[config.mk]
export PLATFORM = sky130hd
export DESIGN_NAME = cpu_alu_flag_unit_top
export DESIGN_NICKNAME = d
export VERILOG_FILES = /design/src/design/cafu_pkg.sv /design/src/design/cpu_alu_flag_unit_top.sv /design/src/design/cafu_alu.sv
export SDC_FILE = /design/constraint.sdc
export NUM_CORES = 1
export LEC_CHECK = 0
export BUFFER_PORTS_ARGS = -buffer_cell sky130_fd_sc_hd__buf_2
export CORE_AREA = 2 2 152 94
export DETAILED_ROUTE_END_ITERATION = 10
export DIE_AREA = 0 0 154 96
export PLACE_DENSITY = 0.77
export SKIP_CTS_REPAIR_TIMING = 1
export SKIP_LAST_GASP = 1
export SLEW_MARGIN = 20
export SYNTH_ARGS = -nofsm -noshare
export SYNTH_HDL_FRONTEND = slang
export SYNTH_HIERARCHICAL = 1
export SYNTH_SLANG_ARGS = --single-unit
export TNS_END_PERCENT = 30
[constraint.sdc]
create_clock -name clock -period 4.9 [get_ports clock]
set_clock_uncertainty 0.1 [all_clocks]
set_input_delay 0.735 -clock clock [delete_from_list [all_inputs] [get_ports clock]]
set_output_delay 0.735 -clock clock [all_outputs]
set_load 0.01 [all_outputs]
[src/design/cafu_pkg.sv]
`default_nettype none

package cafu_pkg;

   // Flag bit positions inside the 4-bit flag word
   localparam int unsigned FlagZ = 3;
   localparam int unsigned FlagN = 2;
   localparam int unsigned FlagH = 1;
   localparam int unsigned FlagC = 0;

   localparam int unsigned ReqBits  = 60;
   localparam int unsigned RspBits  = 29;
   localparam int unsigned ReqBytes = 8;
   localparam int unsigned RspBytes = 4;

   typedef enum logic [4:0] {
      MODE_ADD   = 5'd0,
      MODE_ADC   = 5'd1,
      MODE_SUB   = 5'd2,
      MODE_SBC   = 5'd3,
      MODE_AND   = 5'd4,
      MODE_XOR   = 5'd5,
      MODE_OR    = 5'd6,
      MODE_CP    = 5'd7,
      MODE_INC   = 5'd8,
      MODE_DEC   = 5'd9,
      MODE_RLC   = 5'd10,
      MODE_RRC   = 5'd11,
      MODE_RL    = 5'd12,
      MODE_RR    = 5'd13,
      MODE_SLA   = 5'd14,
      MODE_SRA   = 5'd15,
      MODE_SWAP  = 5'd16,
      MODE_SRL   = 5'd17,
      MODE_RLCA  = 5'd18,
      MODE_RRCA  = 5'd19,
      MODE_RLA   = 5'd20,
      MODE_RRA   = 5'd21,
      MODE_BIT   = 5'd22,
      MODE_RES   = 5'd23,
      MODE_SET   = 5'd24,
      MODE_DAA   = 5'd25,
      MODE_CPL   = 5'd26,
      MODE_SCF   = 5'd27,
      MODE_CCF   = 5'd28,
      MODE_ADD16 = 5'd29,
      MODE_SPE   = 5'd30
   } mode_type;

   // Request fields; first member is the top, so mode sits in the low bits
   typedef struct packed {
      logic [15:0] wide_b;
      logic [15:0] wide_a;
      logic [3:0]  flags_in;
      logic [2:0]  bit_index;
      logic [7:0]  operand;
      logic [7:0]  acc;
      logic [4:0]  mode;
   } req_type;

   typedef struct packed {
      logic        write_back;
      logic [3:0]  flags_out;
      logic [15:0] wide_result;
      logic [7:0]  result;
   } rsp_type;

endpackage

`default_nettype wire

[src/design/cpu_alu_flag_unit_top.sv]
`default_nettype none

// Channel   Dir  Ports                      Contents
// req       in   req_tvalid/tready/tdata    one ALU request: opcode, operands, flags
// rsp       out  rsp_tvalid/tready/tdata    result byte, wide result, flags, write-back
//
// Two register stages: the request register, then the ALU logic into the
// response register.
// One request is taken every cycle; nothing iterates, the only limit is the
// response side taking results.
// A stalled response holds its stage; the request stage keeps filling until it
// is full too. Synchronous reset empties both stages.

module cpu_alu_flag_unit_top (
   input  wire         clock,
   input  wire         reset,
   input  wire         req_tvalid,
   output logic        req_tready,
   // [4:0] mode, [12:5] acc, [20:13] operand, [23:21] bit_index,
   // [27:24] flags_in, [43:28] wide_a, [59:44] wide_b, [63:60] zero
   input  wire  [63:0] req_tdata,
   output logic        rsp_tvalid,
   input  wire         rsp_tready,
   // [7:0] result, [23:8] wide_result, [27:24] flags_out, [28] write_back,
   // [31:29] zero
   output logic [31:0] rsp_tdata
);
   import cafu_pkg::*;

   logic    s1_valid_ff;
   logic    s1_valid_in;
   req_type s1_req_ff;
   logic    rsp_valid_ff;
   logic    rsp_valid_in;
   rsp_type rsp_ff;
   rsp_type alu_rsp;
   logic    rsp_open;
   logic    s1_load;
   logic    rsp_load;

   // a stage may load when it is empty or its content leaves this cycle
   assign rsp_open   = !rsp_valid_ff || rsp_tready;
   assign req_tready = !s1_valid_ff || rsp_open;
   assign s1_load    = req_tvalid && req_tready;
   assign rsp_load   = s1_valid_ff && rsp_open;

   assign s1_valid_in  = s1_load || (s1_valid_ff && !rsp_open);
   assign rsp_valid_in = rsp_load || (rsp_valid_ff && !rsp_tready);

   always_ff @(posedge clock) begin
      if (reset) begin
         s1_valid_ff  <= 1'b0;
         rsp_valid_ff <= 1'b0;
      end else begin
         s1_valid_ff  <= s1_valid_in;
         rsp_valid_ff <= rsp_valid_in;
      end
   end

   always_ff @(posedge clock) begin
      if (s1_load) begin
         s1_req_ff <= req_type'(req_tdata[ReqBits-1:0]);
      end
      if (rsp_load) begin
         rsp_ff <= alu_rsp;
      end
   end

   cafu_alu u_alu (
      .req (s1_req_ff),
      .rsp (alu_rsp)
   );

   assign rsp_tvalid = rsp_valid_ff;
   assign rsp_tdata  = {{(RspBytes*8-RspBits){1'b0}}, rsp_ff};

`ifndef NO_ASSERTIONS
   // reset leaves both stages empty
   a_reset_empty: assert property (@(posedge clock)
      $past(reset) |-> (!s1_valid_ff && !rsp_valid_ff))
      else $error("pipeline not empty after reset");

   // a full request stage behind a stalled response must not take a request
   a_no_overrun: assert property (@(posedge clock) disable iff (reset)
      (s1_valid_ff && rsp_valid_ff && !rsp_tready) |-> !req_tready)
      else $error("request stage overrun");

   // a response can only appear if the request stage held an item
   a_rsp_source: assert property (@(posedge clock) disable iff (reset)
      (!$past(rsp_valid_ff) && rsp_valid_ff) |-> $past(s1_valid_ff))
      else $error("response without request");

   // wide operations give a zero result byte and always store
   a_wide_fields: assert property (@(posedge clock) disable iff (reset)
      (rsp_valid_ff && (rsp_ff.wide_result != 16'd0))
         |-> (rsp_ff.result == 8'd0 && rsp_ff.write_back))
      else $error("wide result with byte result");
`endif

endmodule

`default_nettype wire

[src/design/cafu_alu.sv]
`default_nettype none

module cafu_alu (
   input  cafu_pkg::req_type req,
   output cafu_pkg::rsp_type rsp
);
   import cafu_pkg::*;

   logic [7:0]  a;
   logic [7:0]  u;
   logic [3:0]  f;
   logic        cin;
   logic [8:0]  sum9;
   logic [4:0]  sum5;
   logic        add_ci;
   logic [7:0]  u_eff;
   logic        is_sub;
   logic [7:0]  inc_r;
   logic [7:0]  dec_r;
   logic [2:0]  sh_sel;
   logic [7:0]  sh_r;
   logic        sh_c;
   logic [7:0]  bit_mask;
   logic [7:0]  daa_adj;
   logic        daa_c;
   logic [7:0]  daa_r;
   logic [16:0] w16;
   logic [12:0] w12;
   logic [15:0] se;
   logic [15:0] spe_sum;
   logic [4:0]  spe_h;
   logic [8:0]  spe_c;
   logic [7:0]  res;
   logic [15:0] wide;
   logic [3:0]  fo;
   logic        wbk;

   assign a   = req.acc;
   assign u   = req.operand;
   assign f   = req.flags_in;
   assign cin = f[FlagC];

   // Shared 8-bit adder: subtract is a + ~u + !borrow
   assign is_sub = (req.mode == MODE_SUB) || (req.mode == MODE_SBC) || (req.mode == MODE_CP);
   assign u_eff  = is_sub ? ~u : u;
   always_comb begin
      unique case (req.mode)
         MODE_ADC: add_ci = cin;
         MODE_SUB: add_ci = 1'b1;
         MODE_CP:  add_ci = 1'b1;
         MODE_SBC: add_ci = ~cin;
         default:  add_ci = 1'b0;
      endcase
   end
   assign sum9 = {1'b0, a} + {1'b0, u_eff} + {8'd0, add_ci};
   assign sum5 = {1'b0, a[3:0]} + {1'b0, u_eff[3:0]} + {4'd0, add_ci};

   assign inc_r = a + 8'd1;
   assign dec_r = a - 8'd1;

   // CB shifts and the accumulator rotates share one shifter
   assign sh_sel = (req.mode >= MODE_RLCA) ? 3'(req.mode - MODE_RLCA)
                                           : 3'(req.mode - MODE_RLC);
   always_comb begin
      unique case (sh_sel)
         3'd0: begin sh_c = a[7]; sh_r = {a[6:0], a[7]}; end
         3'd1: begin sh_c = a[0]; sh_r = {a[0], a[7:1]}; end
         3'd2: begin sh_c = a[7]; sh_r = {a[6:0], cin}; end
         3'd3: begin sh_c = a[0]; sh_r = {cin, a[7:1]}; end
         3'd4: begin sh_c = a[7]; sh_r = {a[6:0], 1'b0}; end
         3'd5: begin sh_c = a[0]; sh_r = {a[7], a[7:1]}; end
         3'd6: begin sh_c = 1'b0; sh_r = {a[3:0], a[7:4]}; end
         default: begin sh_c = a[0]; sh_r = {1'b0, a[7:1]}; end
      endcase
   end

   assign bit_mask = 8'd1 << req.bit_index;

   // Decimal adjust
   always_comb begin
      daa_adj = 8'h00;
      daa_c   = 1'b0;
      if ((!f[FlagN] && (a > 8'h99)) || f[FlagC]) begin
         daa_adj = 8'h60;
         daa_c   = 1'b1;
      end
      if ((!f[FlagN] && (a[3:0] > 4'd9)) || f[FlagH]) begin
         daa_adj = daa_adj | 8'h06;
      end
   end
   assign daa_r = f[FlagN] ? (a - daa_adj) : (a + daa_adj);

   // Wide adders
   assign w16     = {1'b0, req.wide_a} + {1'b0, req.wide_b};
   assign w12     = {1'b0, req.wide_a[11:0]} + {1'b0, req.wide_b[11:0]};
   assign se      = {{8{u[7]}}, u};
   assign spe_sum = req.wide_a + se;
   assign spe_h   = {1'b0, req.wide_a[3:0]} + {1'b0, u[3:0]};
   assign spe_c   = {1'b0, req.wide_a[7:0]} + {1'b0, u};

   always_comb begin
      res  = a;
      wide = 16'd0;
      fo   = f;
      wbk  = 1'b1;
      unique case (req.mode)
         MODE_ADD, MODE_ADC: begin
            res = sum9[7:0];
            fo  = {sum9[7:0] == 8'd0, 1'b0, sum5[4], sum9[8]};
         end
         MODE_SUB, MODE_SBC: begin
            res = sum9[7:0];
            fo  = {sum9[7:0] == 8'd0, 1'b1, ~sum5[4], ~sum9[8]};
         end
         MODE_CP: begin
            wbk = 1'b0;
            fo  = {sum9[7:0] == 8'd0, 1'b1, ~sum5[4], ~sum9[8]};
         end
         MODE_AND: begin
            res = a & u;
            fo  = {(a & u) == 8'd0, 1'b0, 1'b1, 1'b0};
         end
         MODE_XOR: begin
            res = a ^ u;
            fo  = {(a ^ u) == 8'd0, 3'b000};
         end
         MODE_OR: begin
            res = a | u;
            fo  = {(a | u) == 8'd0, 3'b000};
         end
         MODE_INC: begin
            res = inc_r;
            fo  = {inc_r == 8'd0, 1'b0, inc_r[3:0] == 4'h0, cin};
         end
         MODE_DEC: begin
            res = dec_r;
            fo  = {dec_r == 8'd0, 1'b1, dec_r[3:0] == 4'hF, cin};
         end
         MODE_RLC, MODE_RRC, MODE_RL, MODE_RR,
         MODE_SLA, MODE_SRA, MODE_SWAP, MODE_SRL: begin
            res = sh_r;
            fo  = {sh_r == 8'd0, 2'b00, sh_c};
         end
         MODE_RLCA, MODE_RRCA, MODE_RLA, MODE_RRA: begin
            res = sh_r;
            fo  = {3'b000, sh_c};
         end
         MODE_BIT: begin
            wbk = 1'b0;
            fo  = {(a & bit_mask) == 8'd0, 1'b0, 1'b1, cin};
         end
         MODE_RES: res = a & ~bit_mask;
         MODE_SET: res = a | bit_mask;
         MODE_DAA: begin
            res = daa_r;
            fo  = {daa_r == 8'd0, f[FlagN], 1'b0, daa_c};
         end
         MODE_CPL: begin
            res = ~a;
            fo  = {f[FlagZ], 1'b1, 1'b1, cin};
         end
         MODE_SCF: begin
            wbk = 1'b0;
            fo  = {f[FlagZ], 2'b00, 1'b1};
         end
         MODE_CCF: begin
            wbk = 1'b0;
            fo  = {f[FlagZ], 2'b00, ~cin};
         end
         MODE_ADD16: begin
            res  = 8'd0;
            wide = w16[15:0];
            fo   = {f[FlagZ], 1'b0, w12[12], w16[16]};
         end
         MODE_SPE: begin
            res  = 8'd0;
            wide = spe_sum;
            fo   = {2'b00, spe_h[4], spe_c[8]};
         end
         default: begin
            // unused opcode: no operation, nothing stored
            wbk = 1'b0;
         end
      endcase
   end

   assign rsp.result      = res;
   assign rsp.wide_result = wide;
   assign rsp.flags_out   = fo;
   assign rsp.write_back  = wbk;

endmodule

`default_nettype wire

==> results.txt <==
- Antenna violations before repair: 0
- Along the worst path, the maximum fanout reaches 9.
- The tightest min-delay check is of the reg -> reg type.
* Die height: 96 µm
- Via count of the first global-routing pass: 5902
- Die extent in x: 154 µm
- At the pin with the least slew margin, the transition time is 0.957 ns.
* Clock Power Share: 0.314
* Data arrival time of the critical path: 4.13 ns
- The repair_antennas step left the layout with diodes totalling 0.
* Remaining number of nets flagged by the antenna check after routing: 0
- Starting Density: 0.550
- Crit end category: flop
* Final clock period utilization by the worst path: 0.821
- The flow ran to the end, and the final reports show no timing, DRC or antenna violations.
* Portion of the post-synthesis area used by sequential elements: 0.367
- The critical path is of the reg -> reg type.
- Most common library cell in the layout ignoring fill and taps: buf_2
* Combinational cell fraction of total power: 0.267
* Total net switching power: 0.729 mW
* Summed instance area of the synthesized netlist: 0.00738 mm²
- Aggregate global-route resource usage: 0.295
* Routability congestion estimate from global placement: 1.06
* Number of endpoints failing setup at the final stage: 0
* Max-slew headroom at the worst pin: 0.357
* Static power due to leakage: 3.33 nW
* Root Buffer: clkbuf_16
- Entering global routing, the biggest net connects 61 pins.
- Worst skew pair latency: 0.35 ns
- Number of distinct standard cells referenced by the synthesized netlist: 81
- In the final routed layout, each cell accounts on average for 20.8 µm.
- Max-Cap Viols: 0
- Timing would allow up to 249 MHz.
- The worst register-to-register path has a setup slack of 0.88 ns.
* Fraction of final layout cells sized beyond drive strength 1: 0.164
* Top cell type by total area after synthesis: edfxtp_1
- In this run the number of H-tree levels came out at 3.
* Ranking of synthesized cells by area: edfxtp_1 36%, ha_1 12%, a21oi_1 4.6%, xnor2_1 3.1%, o21ai_0 3.1%
- In this run the standard cell core region covers 0.0134 mm².
- Cell area after layout: 0.00823 mm²
* Detailed-router iteration count before antenna repair: 6
* Setup repair after global routing missed its margin: false
- After the first detailed-routing iteration, the DRC count stood at 943.
* Syn. warnings: 6
- The clock period could shrink to 4.02 ns.
* Total routed wirelength: 21600 µm
- Total negative setup slack: 0 ns
* Number of flops mapped to enable cells by yosys: 89
- For this run, design rule violations remaining after detail routing come to 0.
- Num rows: 33
- I/O pin cnt: 102
- Among all flip-flop cells after synthesis, the most frequent one is edfxtp_1.
- At the worst endpoint, the required time is 5.00 ns.
- Number of sinks on the clock net: 91
* Synthesis-to-layout area growth: 11.5%
* Average via count per standard cell: 6.47
- TritonCTS built the clock tree.
- Final-report max-slew violation count: 0
- Clock buffer depth: 2
- First-pass GRT wire length: 33200 µm
- Area enclosed by the die boundary: 0.0148 mm²
- Switch share: 0.319
* Clock edge transition at the registers on the reported setup and hold paths: 0.07 ns
- Top-area cell type share of the netlist area: 0.362
* Average size of a mapped cell: 9.47 µm²
- Commonest cells after routing, fill and taps aside: 94 x buf_2, 89 x edfxtp_1, 68 x a21oi_1, 68 x ha_1, 55 x nor2_1
* Overflow left after global routing: 0
- Proportion of synthesized flip-flops having asynchronous set or reset: 0
- Internal power summed over all cells: 1.55 mW
- Maximum resistive drop on vdd: 0.177 mV
- Post-synthesis instance total: 780
- Synthesis inferred 91 register bits.
- Portion of total power attributed to sequential cells: 0.419
- Setup crit start kind: flop
- The final count of hold timing violations was 0.
- Summing all placed instances gives a cell area of 0.00793 mm².
- Placed wire-length estimate after detailed placement: 16000 µm
- Inserted Clock Buffers: 9
- Number of port buffers: 94
* Total number of vias: 6711
- Net count of the finished layout: 997
* Power density over cell area: 277 mW/mm²
[stage by stage]
stage	power, mW	utilization	setup slack [ns]	std cells	hold WS, ns
4_1_cts	2.26	0.613	1.05	1037	0.402
5_1_grt	2.37	0.613	0.799	1037	0.433
3_3_place_gp	1.54	0.591	1.22	1021	0.381
6_report	2.28	0.613	0.876	1037	0.397
3_5_place_dp	1.55	0.591	1.13	1021	0.388
2_1_floorplan	1.39	-	1.16	782	0.362
[final timing paths]
check               startpoint            end  cells after the start
setup / recovery  s1_req_ff[4]  rsp_tdata[27]                     14
hold / removal     s1_valid_ff     rsp_tvalid                      2
setup reg to reg  s1_req_ff[4]  rsp_tdata[27]                     14
hold reg to reg    s1_valid_ff     rsp_tvalid                      2
[layer usage]
layer | part of all wire | GRT usage
met1 | 0.46 | 0.452
met2 | 0.38 | 0.380
met3 | 0.15 | 0.118
met4 | 0.014 | 0.0662
met5 | 0 | 0
[area by class of cell]
cell class,count,area [µm²]
repair buffers,107,568
fillers,1150,5190
flip-flops and latches,91,2710
multi-input cells,617,4310
clock buffers,10,229
well taps,175,219
clock inverters,6,71.3
inverters,31,119
[power by group through the flow]
stage	combinational [mW]	sequential [mW]	clock (mW)
2_1_floorplan	0.429	0.959	0
3_3_place_gp	0.573	0.971	0
3_5_place_dp	0.582	0.971	0
4_1_cts	0.589	0.955	0.720
5_1_grt	0.663	0.961	0.749
6_report	0.610	0.957	0.716
[cells in the mapped netlist (7+ instances only)]
| master | number |
|---|---|
| a21o_1 | 9 |
| a21oi_1 | 68 |
| a31oi_1 | 10 |
| and3_1 | 7 |
| buf_2 | 13 |
| buf_4 | 9 |
| clkbuf_1 | 13 |
| edfxtp_1 | 89 |
| ha_1 | 68 |
| inv_1 | 28 |
| mux2i_1 | 9 |
| nand2_1 | 52 |
| nand2b_1 | 17 |
| nand3_1 | 23 |
| nand4_1 | 8 |
| nor2_1 | 55 |
| nor2b_1 | 12 |
| nor3_1 | 20 |
| nor4_1 | 9 |
| o211ai_1 | 8 |
| o21a_1 | 7 |
| o21ai_0 | 45 |
| o21ai_1 | 8 |
| o22ai_1 | 24 |
| xnor2_1 | 26 |
| xor2_1 | 24 |
[flip-flops by register name (all words and copies together), names as in the netlist]
name / count
s1_valid_ff: 1
s1_req_ff: 60
rsp_tdata: 29
rsp_tvalid: 1
[critical path, cell delays in order, from the launching register on]
cell	delay, ns
edfxtp_1	0.38
nor2_1	0.26
buf_4	0.22
nand3_1	0.09
buf_4	0.22
xnor2_1	0.19
fa_1	0.23
inv_1	0.06
fa_1	0.40
a21o_1	0.20
a21oi_1	0.37
xnor2_1	0.18
a2111oi_0	0.67
nand4_1	0.20
nand3_1	0.12
[kinds of logic (layout without fill, tap and decap cells)]
| group | Yosys count | after routing | share of synthesized area |
|---|---|---|---|
| adders and majority gates | 72 | 72 | 0.126 |
| AOI/OAI and AO/OA | 248 | 248 | 0.219 |
| xor gates and xnor gates | 51 | 51 | 0.0615 |
| muxes | 10 | 10 | 0.0137 |
| and+or+nand+nor | 233 | 233 | 0.162 |
| DFF | 91 | 91 | 0.367 |
| other | 1 | 3 | 0.000508 |
| buffers and inverters | 74 | 154 | 0.0498 |
No activity file was read; power rests on OpenSTA's default activity.
